--- src/tse_pkg.sv ---
package tse_pkg;

  // Graph sizes.
  localparam int MAX_NODES  = 63;
  localparam int NODE_SLOTS = 64;
  localparam int NODE_W     = 6;
  localparam int MAX_EDGES  = 128;
  localparam int EIDX_W     = $clog2(MAX_EDGES);
  localparam int ELINK_W    = $clog2(MAX_EDGES + 1);
  localparam int CNT_W      = 8;
  localparam int CNT_MAX    = 255;

  typedef logic [NODE_W-1:0]  node_t;
  typedef logic [EIDX_W-1:0]  eidx_t;
  typedef logic [ELINK_W-1:0] elink_t;
  typedef logic [CNT_W-1:0]   cnt_t;

  // Requests from the sequencer to the tables.
  typedef struct packed {
    node_t  pc_raddr;
    logic   pc_we;
    node_t  pc_waddr;
    cnt_t   pc_wdata;
    node_t  lh_raddr;
    logic   lh_we;
    node_t  lh_waddr;
    elink_t lh_wdata;
    eidx_t  eg_raddr;
    logic   eg_we;
    eidx_t  eg_waddr;
    node_t  et_wdata;
    elink_t en_wdata;
    node_t  ql_raddr;
    logic   ql_we;
    node_t  ql_waddr;
    node_t  ql_wdata;
    node_t  scan_addr;
    logic   clear;
  } tbl_req_t;

  // Read data returned by the tables, registered from the address; scan_zero is combinational.
  typedef struct packed {
    cnt_t   pc_rdata;
    elink_t lh_rdata;
    node_t  et_rdata;
    elink_t en_rdata;
    node_t  ql_rdata;
    logic   scan_zero;
  } tbl_rsp_t;

endpackage

--- src/tse_tables.sv ---
module tse_tables (
  input  logic              clk,
  input  logic              rst,
  input  tse_pkg::tbl_req_t req,
  output tse_pkg::tbl_rsp_t rsp
);
  import tse_pkg::*;

  cnt_t   pc_mem [NODE_SLOTS];
  elink_t lh_mem [NODE_SLOTS];
  node_t  et_mem [MAX_EDGES];
  elink_t en_mem [MAX_EDGES];
  node_t  ql_mem [NODE_SLOTS];

  logic [NODE_SLOTS-1:0] pc_vld;
  logic [NODE_SLOTS-1:0] lh_vld;

  cnt_t   pc_rd;
  logic   pc_rv;
  elink_t lh_rd;
  logic   lh_rv;
  node_t  et_rd;
  elink_t en_rd;
  node_t  ql_rd;

  // Entry valid bits: a count or list head entry that has not been written since the last clear reads as zero.
  always_ff @(posedge clk) begin
    if (rst || req.clear) begin
      pc_vld <= '0;
      lh_vld <= '0;
    end else begin
      if (req.pc_we) begin
        pc_vld[req.pc_waddr] <= 1'b1;
      end
      if (req.lh_we) begin
        lh_vld[req.lh_waddr] <= 1'b1;
      end
    end
  end

  // Predecessor counts.
  always_ff @(posedge clk) begin
    if (req.pc_we) begin
      pc_mem[req.pc_waddr] <= req.pc_wdata;
    end
    pc_rd <= pc_mem[req.pc_raddr];
    pc_rv <= pc_vld[req.pc_raddr];
  end

  // Successor list heads.
  always_ff @(posedge clk) begin
    if (req.lh_we) begin
      lh_mem[req.lh_waddr] <= req.lh_wdata;
    end
    lh_rd <= lh_mem[req.lh_raddr];
    lh_rv <= lh_vld[req.lh_raddr];
  end

  // Edge pool: target node and link to the next edge.
  always_ff @(posedge clk) begin
    if (req.eg_we) begin
      et_mem[req.eg_waddr] <= req.et_wdata;
      en_mem[req.eg_waddr] <= req.en_wdata;
    end
    et_rd <= et_mem[req.eg_raddr];
    en_rd <= en_mem[req.eg_raddr];
  end

  // Ready queue links; entry zero holds the queue head.
  always_ff @(posedge clk) begin
    if (req.ql_we) begin
      ql_mem[req.ql_waddr] <= req.ql_wdata;
    end
    ql_rd <= ql_mem[req.ql_raddr];
  end

  assign rsp.pc_rdata  = pc_rv ? pc_rd : '0;
  assign rsp.lh_rdata  = lh_rv ? lh_rd : '0;
  assign rsp.et_rdata  = et_rd;
  assign rsp.en_rdata  = en_rd;
  assign rsp.ql_rdata  = ql_rd;
  assign rsp.scan_zero = ~pc_vld[req.scan_addr];

endmodule

--- src/topological_sort_engine.sv ---
// Channel  Handshake            Payload                        Direction
// cfg      cfg_valid/cfg_ready  node_count                     in
// in       in_valid/in_ready    mode, pred_node, succ_node     in
// out      out_valid/out_ready  node, last, cycle, dropped     out
//
// A relation word reads the tables in S_IDLE and updates them in S_REL.
// A start word scans nodes 1 to node_count for a zero predecessor count, fetches the
// queue head, then walks each emitted node's successor edges, decrementing counts.
// Reset is synchronous; entry valid bits clear the count and list head tables at once,
// so no clearing pass. A result waits in the output register; the sequencer stalls only
// when it has the next result ready and the previous one has not yet been taken.
module topological_sort_engine (
  input  logic                clk,
  input  logic                rst,
  input  logic                cfg_valid,
  output logic                cfg_ready,
  input  logic [5:0]          node_count,
  input  logic                in_valid,
  output logic                in_ready,
  input  logic                mode,
  input  logic [5:0]          pred_node,
  input  logic [5:0]          succ_node,
  output logic                out_valid,
  input  logic                out_ready,
  output tse_pkg::node_t      node,
  output logic                last,
  output logic                cycle,
  output logic                dropped
);
  import tse_pkg::*;

  localparam logic [3:0] S_IDLE    = 4'd0;
  localparam logic [3:0] S_REL     = 4'd1;
  localparam logic [3:0] S_SCAN    = 4'd2;
  localparam logic [3:0] S_FIRST   = 4'd3;
  localparam logic [3:0] S_LINK    = 4'd4;
  localparam logic [3:0] S_HEAD_RD = 4'd5;
  localparam logic [3:0] S_HEAD    = 4'd6;
  localparam logic [3:0] S_EDGE    = 4'd7;
  localparam logic [3:0] S_TGT     = 4'd8;
  localparam logic [3:0] S_DEC     = 4'd9;
  localparam logic [3:0] S_NEXT    = 4'd10;

  logic [3:0] state;
  logic [3:0] state_next;
  node_t      n_nodes;
  node_t      j_q;
  node_t      k_q;
  node_t      f;
  node_t      tail;
  node_t      s_q;
  node_t      scan_i;
  node_t      emitted;
  elink_t     p;
  elink_t     edges_used;
  logic       dropped_flag;

  tbl_req_t   req;
  tbl_rsp_t   rsp;

  node_t           n_eff;
  logic            out_free;
  logic            accept;
  logic            rel_ok;
  logic [NODE_W:0] cnt_next;
  logic            fin;

  tse_tables u_tables (
    .clk (clk),
    .rst (rst),
    .req (req),
    .rsp (rsp)
  );

  // The node count is taken only while no word is being worked on.
  assign cfg_ready = (state == S_IDLE);
  assign in_ready  = (state == S_IDLE);
  assign accept    = in_valid && in_ready;
  assign out_free  = !out_valid || out_ready;

  assign n_eff = (n_nodes > NODE_W'(MAX_NODES)) ? NODE_W'(MAX_NODES) : n_nodes;

  // A relation is kept only with both nodes in range, a free edge and room in the count.
  assign rel_ok = (j_q != '0) && (j_q <= n_eff) && (k_q != '0) && (k_q <= n_eff) &&
                  (edges_used < ELINK_W'(MAX_EDGES)) && (rsp.pc_rdata != CNT_W'(CNT_MAX));

  // The current node is the last one when nothing follows it in the queue or the emitted count reaches the node count.
  assign cnt_next = {1'b0, emitted} + 1'b1;
  assign fin      = (f == tail) || (cnt_next >= {1'b0, n_eff});

  // Table requests and next state.
  always_comb begin
    req        = '0;
    state_next = state;
    req.scan_addr = scan_i;
    unique case (state)
      S_IDLE: begin
        req.pc_raddr = succ_node;
        req.lh_raddr = pred_node;
        if (accept) begin
          if (!mode) begin
            state_next = S_REL;
          end else if (n_eff == '0) begin
            state_next = S_FIRST;
          end else begin
            state_next = S_SCAN;
          end
        end
      end
      S_REL: begin
        if (rel_ok) begin
          req.pc_we    = 1'b1;
          req.pc_waddr = k_q;
          req.pc_wdata = rsp.pc_rdata + 1'b1;
          req.eg_we    = 1'b1;
          req.eg_waddr = EIDX_W'(edges_used);
          req.et_wdata = k_q;
          req.en_wdata = rsp.lh_rdata;
          req.lh_we    = 1'b1;
          req.lh_waddr = j_q;
          req.lh_wdata = ELINK_W'(edges_used + 1'b1);
        end
        state_next = S_IDLE;
      end
      S_SCAN: begin
        if (rsp.scan_zero) begin
          req.ql_we    = 1'b1;
          req.ql_waddr = tail;
          req.ql_wdata = scan_i;
        end
        if (scan_i == n_eff) begin
          state_next = S_FIRST;
        end
      end
      S_FIRST: begin
        if (tail == '0) begin
          if (out_free) begin
            req.clear  = 1'b1;
            state_next = S_IDLE;
          end
        end else begin
          req.ql_raddr = '0;
          state_next   = S_LINK;
        end
      end
      S_LINK: begin
        state_next = S_HEAD_RD;
      end
      S_HEAD_RD: begin
        req.lh_raddr = f;
        state_next   = S_HEAD;
      end
      S_HEAD: begin
        state_next = S_EDGE;
      end
      S_EDGE: begin
        if (p == '0) begin
          state_next = S_NEXT;
        end else begin
          req.eg_raddr = EIDX_W'(p - 1'b1);
          state_next   = S_TGT;
        end
      end
      S_TGT: begin
        req.pc_raddr = rsp.et_rdata;
        state_next   = S_DEC;
      end
      S_DEC: begin
        if (rsp.pc_rdata != '0) begin
          req.pc_we    = 1'b1;
          req.pc_waddr = s_q;
          req.pc_wdata = rsp.pc_rdata - 1'b1;
          if (rsp.pc_rdata == CNT_W'(1)) begin
            req.ql_we    = 1'b1;
            req.ql_waddr = tail;
            req.ql_wdata = s_q;
          end
        end
        state_next = S_EDGE;
      end
      S_NEXT: begin
        if (out_free) begin
          if (fin) begin
            req.clear  = 1'b1;
            state_next = S_IDLE;
          end else begin
            req.ql_raddr = f;
            state_next   = S_LINK;
          end
        end
      end
      default: begin
        state_next = S_IDLE;
      end
    endcase
  end

  // Control registers.
  always_ff @(posedge clk) begin
    if (rst) begin
      state        <= S_IDLE;
      n_nodes      <= '0;
      edges_used   <= '0;
      dropped_flag <= 1'b0;
      tail         <= '0;
      out_valid    <= 1'b0;
    end else begin
      state <= state_next;
      if (cfg_valid && cfg_ready) begin
        n_nodes <= node_count;
      end
      if (state == S_REL) begin
        if (rel_ok) begin
          edges_used <= edges_used + 1'b1;
        end else begin
          dropped_flag <= 1'b1;
        end
      end
      if (accept) begin
        tail <= '0;
      end else if (req.ql_we) begin
        tail <= req.ql_wdata;
      end
      if (req.clear) begin
        edges_used   <= '0;
        dropped_flag <= 1'b0;
      end
      if ((state == S_FIRST && tail == '0 && out_free) || (state == S_NEXT && out_free)) begin
        out_valid <= 1'b1;
      end else if (out_ready) begin
        out_valid <= 1'b0;
      end
    end
  end

  // Working registers of the sequencer.
  always_ff @(posedge clk) begin
    if (accept) begin
      j_q     <= pred_node;
      k_q     <= succ_node;
      scan_i  <= NODE_W'(1);
      emitted <= '0;
    end
    if (state == S_SCAN) begin
      scan_i <= scan_i + 1'b1;
    end
    if (state == S_LINK) begin
      f <= rsp.ql_rdata;
    end
    if (state == S_HEAD) begin
      p <= rsp.lh_rdata;
    end
    if (state == S_TGT) begin
      s_q <= rsp.et_rdata;
      p   <= rsp.en_rdata;
    end
    if (state == S_NEXT && out_free) begin
      emitted <= cnt_next[NODE_W-1:0];
    end
  end

  // Output register.
  always_ff @(posedge clk) begin
    if (state == S_FIRST && tail == '0 && out_free) begin
      node    <= '0;
      last    <= 1'b1;
      cycle   <= (n_eff != '0);
      dropped <= dropped_flag;
    end else if (state == S_NEXT && out_free) begin
      node    <= f;
      last    <= fin;
      cycle   <= fin && (cnt_next < {1'b0, n_eff});
      dropped <= fin && dropped_flag;
    end
  end

endmodule
--- config.mk ---
export PLATFORM = sky130hd
export DESIGN_NAME = topological_sort_engine
export DESIGN_NICKNAME = d
export VERILOG_FILES = /design/src/tse_pkg.sv /design/src/tse_tables.sv /design/src/topological_sort_engine.sv
export SDC_FILE = /design/constraint.sdc
export NUM_CORES = 2
export LEC_CHECK = 0
export ABC_AREA = 1
export BUFFER_PORTS_ARGS = -buffer_cell sky130_fd_sc_hd__buf_4
export CORE_MARGIN = 2
export CORE_UTILIZATION = 45
export CTS_CLUSTER_DIAMETER = 40
export DETAILED_ROUTE_END_ITERATION = 6
export SYNTH_ARGS = -nofsm -noshare
export SYNTH_HDL_FRONTEND = slang
export SYNTH_SLANG_ARGS = --single-unit
--- constraint.sdc ---
create_clock -name clk -period 15.17 [get_ports clk]
set_input_delay 0 -clock clk [delete_from_list [all_inputs] [get_ports clk]]
set_output_delay 0 -clock clk [all_outputs]
set_load 0.1 [all_outputs]
Word level (Yosys, flattened, before mapping) --
Memories as Yosys holds them, arrays and structs flattened. A register that Yosys moved wholly into a read port is not among the register bits. Cells that the tools add are included.
Operators by class: reduce and logical (&&, ||, !) cells 38, magnitude comparators 13, multiplexer cells 66, bitwise gates (word level) 3, equal/unequal tests 18, $add $sub $neg 6
Operators with widths (number):
- OR 64 bit | 2
- two-way mux 15 bit | 4
- two-way mux 6 bit | 8
- two-way mux 22 bit | 2
- two-way mux 13 bit | 3
- case mux 4 bit (9 select lines) | 1
- less-than comparator 6 x 7 -> 1 bit (second input constant) | 5
- two-way mux 8 bit | 4
- case mux 15 bit (2 select lines) | 1
- case mux 13 bit (2 select lines) | 1
- two-way mux 1 bit | 24
- case mux 6 bit (2 select lines) | 2
- two-way mux 4 bit | 5
- binary-select mux 1 bit (select 6 bit) | 3
- nonzero test 6 bit | 3
- adder 8 x 1 -> 8 bit (second input constant) | 2
- equality test 4 x 3 -> 1 bit (second input constant) | 4
- logical AND 1 bit | 14
- two-way mux 7 bit | 2
- demux 1 bit (select 6 bit) | 2
- equality test 4 bit (second input constant) | 3
- equality test 6 bit | 2
- greater-or-equal comparator 6 x 1 -> 1 bit (second input constant) | 2
- less-or-equal comparator 6 bit | 2
- other kinds (29) | 43
Storage, ports and cells: bits of input ports 24, memories kept 5, bits in writable memories 3200, register bits after elaboration 209, logic and storage cells 170, output and inout port bits 12
Memory list:
- u_tables.en_mem | words 128, width 8, rd ports 1, clocked after memory_dff 1, write ports 1, RTL line tse_tables.sv:12 | elink_t en_mem [MAX_EDGES];
- u_tables.et_mem | words 128, width 6, rd ports 1, clocked after memory_dff 1, write ports 1, RTL line tse_tables.sv:11 | node_t et_mem [MAX_EDGES];
- u_tables.lh_mem | words 64, width 8, rd ports 1, clocked after memory_dff 1, write ports 1, RTL line tse_tables.sv:10 | elink_t lh_mem [NODE_SLOTS];
- u_tables.pc_mem | words 64, width 8, rd ports 1, clocked after memory_dff 1, write ports 1, RTL line tse_tables.sv:9 | cnt_t pc_mem [NODE_SLOTS];
- u_tables.ql_mem | words 64, width 6, rd ports 1, clocked after memory_dff 1, write ports 1, RTL line tse_tables.sv:13 | node_t ql_mem [NODE_SLOTS];

Depth between registers and ports, before layout --
word-level depth 15, mapped depth 23, gate-level depth less buffers 19

Modules after synthesis --
From an unflattened synthesis, not the netlist that was laid out.
Second synthesis, totals: cells, all modules 12342, area, all modules 140833.8 µm²
By module, submodules not included:
- tse_tables | times used 1, sequential area each 99415.3 µm², cells each 11643, area each 135606.3 µm²
- topological_sort_engine | times used 1, sequential area each 2042.0 µm², cells each 699, area each 5227.5 µm²

Worst setup path after synthesis --
Ideal clock, no wire load.
path type reg-to-reg, from register j_q[5], to memory u_tables.pc_mem[59][0] in the netlist's numbering, enable pin, library setup time 0.343 ns, cell stages (with the launch flop) 15, slack 9.195 ns, buffers on the path 0, data arrival time 5.632 ns, required time 14.827 ns, period minus slack after synthesis 5.975 ns, path through edfxtp_1 -> ha_1 -> nand2_1 -> nor2_1 -> o21ai_0 -> inv_1 -> o21ai_0 -> nand3_2 -> nor2_4 -> inv_2 -> nor2_1 -> nor2_1 -> nor2_2 -> inv_1 -> nor2_2
Between the ends: cells in the longest elaborated chain, start to end 10, elaborated cells on any way between the ends 11, those cells by class order compare: 1; mux: 4; reduce/logical: 6
RTL lines:
- from (decl) | RTL line topological_sort_engine.sv:47 | node_t j_q;
- from (signal assigned) | RTL line topological_sort_engine.sv:239 | j_q <= pred_node;
- less-or-equal comparator 6 bit or nonzero test 6 bit (tied branches) | RTL line topological_sort_engine.sv:84 | assign rel_ok = (j_q != '0) && (j_q <= n_eff) && (k_q != '0) && (k_q <= n_eff) &&
- logical AND 1 bit (*) (4 in series) | RTL line topological_sort_engine.sv:84
- logical AND 1 bit (*) | RTL line topological_sort_engine.sv:85 | (edges_used < ELINK_W'(MAX_EDGES)) && (rsp.pc_rdata != CNT_W'(CNT_MAX));
- two-way mux 15 bit (*) | RTL line topological_sort_engine.sv:111 | if (rel_ok) begin
- case mux 15 bit (2 select lines) (*) | RTL line topological_sort_engine.sv:96 | unique case (state)
- two-way mux 1 bit | RTL line tse_tables.sv:43 | if (req.pc_we) begin
- two-way mux 1 bit (not written as such) | RTL line tse_tables.sv:44 | pc_mem[req.pc_waddr] <= req.pc_wdata;
- to (decl) | RTL line tse_tables.sv:9
Mark *: on every way between the ends. The rest lies on a longest branch, timed or not.

Worst setup path in the final report --
from register p[0], to register u_tables.en_rd[1], read port of u_tables.en_mem
Between the ends: cells in the longest elaborated chain, start to end 3, elaborated cells on any way between the ends 4, those cells by class add/sub: 1; mux: 2; reduce/logical: 1
RTL lines:
- from (decl) | RTL line topological_sort_engine.sv:54 | elink_t p;
- from (signal assigned) | RTL line topological_sort_engine.sv:251 | p <= rsp.lh_rdata;
- from (signal assigned) | RTL line topological_sort_engine.sv:255 | p <= rsp.en_rdata;
- subtractor 7 x 1 -> 7 bit or logical NOT 8 bit (tied branches) | RTL line topological_sort_engine.sv:160, topological_sort_engine.sv:157
- two-way mux 7 bit (*) | RTL line topological_sort_engine.sv:157 | if (p == '0) begin
- two-way mux 7 bit (*) | RTL line topological_sort_engine.sv:96
- to (decl) | RTL line tse_tables.sv:23 | elink_t en_rd;
Marks and branches as above. A chain may end at the register's enable or synchronous reset.

==> flow_summary.toml <==
[outcome]
status = "finished, violations left"
violations = "design-rule violations"

[worst_setup_path]
critPathArrivalTime_ps = 7710
cp_slowest_cell = "buf_4"
critPathMaxFanout = 165
cp-end-kind = "flip-flop"
max_stage_delay_ps = 840
cp_cell_sequence = "buf_4 -> inv_6 -> ha_1 -> inv_1 -> nor3_1 -> nand2_2 -> nand2_4 -> nor2_4 -> buf_4 -> buf_4 -> buf_12 -> nand2_1 -> nand2_1 -> nand2_1 -> nand3_1 -> nand3_1 -> nand3_1 -> nand3_1 -> nand2_1 -> nand2_1 -> nand2_1"
path_class = "reg -> reg"
cp.required_ps = 16040
critPathLaunchType = "flip-flop"
path_common_cell = "nand2_1"

[clocking]
post_cts_buffers = 0
path_clk_slew_ps = 60
cts_inserted_buffers = 457
clk_path_buf_depth = 4
postCtsResizedCells = 0
clk_latency_ps = 1000
cts_root_buffer = "clkbuf_16"
cts_sinks = 3445
htree_levels = 5
ctsHoldBuffers = 56
cts_tree = "built"

[job]
max_cap_viol_count = 0

[sta]
finalSetupViolCount = 0
timing.hold.ws_ps = 74.79
fin_tns_setup_ps = 0
skew_ps = 118.2
setup_slack_ps = 8326
tightest_slew_ps = 1416
hold_viol = 0
fmax_mhz = 146.1
drv_slew = 0
min_period_ps = 6844
slew-limit-headroom_pct = 5.271
rsz0062_at_grt = "false"
post-route-period-util_pct = 45.12

[die]
start_util_pct = 45.17
die_h_um = 571.3
dieArea_um2 = 326400
num_io_pins = 36
rows = 208
core-area_um2 = 320600
dieWidth_um = 571.3

[final_layout]
drive_gt1_share_pct = 10.46
final_cell_mix = "3246 x edfxtp_1, 1689 x nand3_1, 1571 x nand2_1, 1430 x nor2_1, 1403 x inv_1"
area_growth_pct = 14.39
fill_cells = 27460
fin_util_pct = 51.67
nets = 12710
postLayoutCellArea_um2 = 165700
multi_input_area_um2 = 35010
seqCellArea_um2 = 101500
layout_commonest_cell = "edfxtp_1"

[global_route]
grt_pass1_vias = 95290
gr-total-overflow = 0
gr-usage-all-layers_pct = 24.98
grt_max_degree = 233
antenna_found_initial = 14
grt_pass1_wl_um = 617500

[yosys]
synth-simple-area-share_pct = 15.92
muxShareOfSynthArea_pct = 0.006912
yosysWarnings = 0
synth_edf_count = 3246
synth_cell_type_count = 47
ys_seq_elements = 3445
avgSynthCellArea_um2 = 11.41
ys.flop_type = "edfxtp_1"
seq_area_frac_synth_pct = 70.06
synth_cells = 12690
syn_area_um2 = 144800
synth_top_family_by_area = "simple AND/OR/NAND/NOR gates"
synthXorXnorAreaFrac_pct = 0.1080
async_reset_ff_share_pct = 0
yosys.area_share.adder_pct = 0.2246
synth_compound_area_share_pct = 7.518

[power]
pwr-share-seq_pct = 43.2
swShare_pct = 27.45
combPwrFrac_pct = 12.5
clockPowerShare_pct = 44.4
intPower_mw = 17.88
power_switching_mw = 6.766
p_leak_nw = 58.95
ir_worst_vdd_mv = 0.2183
p_per_area_nw_per_um2 = 148.8

[route]
ant_nets = 0
postRouteWirelength_um = 416800
met1_length_um = 169700
wl_met3_um = 34970
wire_per_inst_um = 23.99
routed-wl-met2_um = 193500
routed.top_layer = "met5"
drc = 1
drtPass1Iterations = 7
num_vias = 98900
drt-initial-drc-count = 11930
routed_via_density = 5.693

[placement]
pre_cts_ws_ps = 8625
dpl_cell_area_um2 = 149200
gp_congestion = 0.9278
numPortBuffers = 35
dp_hpwl_um = 235400

[worst_hold_path]
hp-class = "in -> reg"
-- layer usage --
layer	global-route usage [%]	vias to the layer above
met5	0	-
met2	39.56	4606
li1	-	44620
met3	4.179	896
met4	10.89	6
met1	33.99	48770
-- power by group through the flow --
| stage | clock (mW) | sequential (mW) | combinational [mW] |
|---|---|---|---|
| 6_report | 10.9 | 10.6 | 3.07 |
| 3_5_place_dp | 0 | 10.8 | 3.01 |
| 4_1_cts | 11.1 | 10.6 | 3.04 |
| 3_3_place_gp | 0 | 10.8 | 2.95 |
| 2_1_floorplan | 0 | 10.9 | 1.83 |
| 5_1_grt | 11.5 | 10.6 | 3.30 |
-- sequential cells by signal, summed over array words and instances (netlist names), 64 cells and up --
name,count
u_tables.lh_vld,64
u_tables.et_mem,768
u_tables.lh_mem,512
u_tables.en_mem,1024
u_tables.pc_vld,64
u_tables.ql_mem,384
u_tables.pc_mem,512
-- cell usage after synthesis, drive strengths merged, types with 3 or more instances --
library cell,number,share of area [%]
nand3,1696,5.9
inv,1434,3.7
nor3,21,0.073
buf,412,1.4
o31ai,3,0.016
nand3b,3,0.018
nor2,1498,3.9
nand2,1585,4.1
dfxtp,199,2.8
clkbuf,375,0.97
o221ai,65,0.39
o2111ai,53,0.32
o211ai,600,3.1
nand4,197,0.85
edfxtp,3246,67
clkinv,9,0.023
xor2,15,0.096
a21oi,115,0.40
o22ai,125,0.57
or2,236,1.0
o21ai,763,2.6
ha,26,0.22
-- final timing paths --
| kind | startpoint | end | slack, ps | cells past startpoint |
|---|---|---|---|---|
| setup / recovery | p[0]$_DFFE_PP_ | u_tables.en_rd[1]$_DFF_P_ | 8330 | 21 |
| hold / removal | in_valid | state[2]$_SDFFE_PP0P_ | 70 | 6 |
| setup reg to reg | p[0]$_DFFE_PP_ | u_tables.en_rd[1]$_DFF_P_ | 8330 | 21 |
| hold reg to reg | u_tables.ql_rd[2]$_DFF_P_ | f[2]$_DFFE_PP_ | 400 | 0 |
-- worst max-delay path: cells and delay by family (launching register included) --
| family | cells | cell delay [ps] |
|---|---|---|
| DFF | 1 | 320 |
| and+or+nand+nor | 14 | 2730 |
| buffers and inverters | 6 | 3090 |
| adders and majority gates | 1 | 310 |
-- area by class of cell --
| cell class | instances | area share [%] |
|---|---|---|
| well taps | 4305 | 3.251 |
| multi-input cells | 7022 | 21.14 |
| inverters | 1443 | 3.302 |
| clock inverters | 335 | 2.314 |
| flip-flops and latches | 3445 | 61.24 |
| repair buffers | 292 | 1.551 |
| diodes | 5 | 0.007553 |
| clock buffers | 525 | 7.193 |
-- cell families (layout without fill, tap and decap cells) --
| group | after synthesis | after routing |
|---|---|---|
| compound gates | 1731 | 1731 |
| xor+xnor | 17 | 17 |
| fa+ha+maj | 26 | 26 |
| simple gates | 5239 | 5239 |
| buf+inv | 2230 | 2595 |
| mux | 1 | 1 |
| flops | 3445 | 3445 |
| other cells | 1 | 13 |
-- stage by stage --
stage	instances	total power, mW
2_1_floorplan	12700	12.71
3_3_place_gp	16440	13.78
3_5_place_dp	16440	13.84
4_1_cts	17360	24.74
5_1_grt	17370	25.41
6_report	17370	24.65
(Power assumes the default switching activity.)
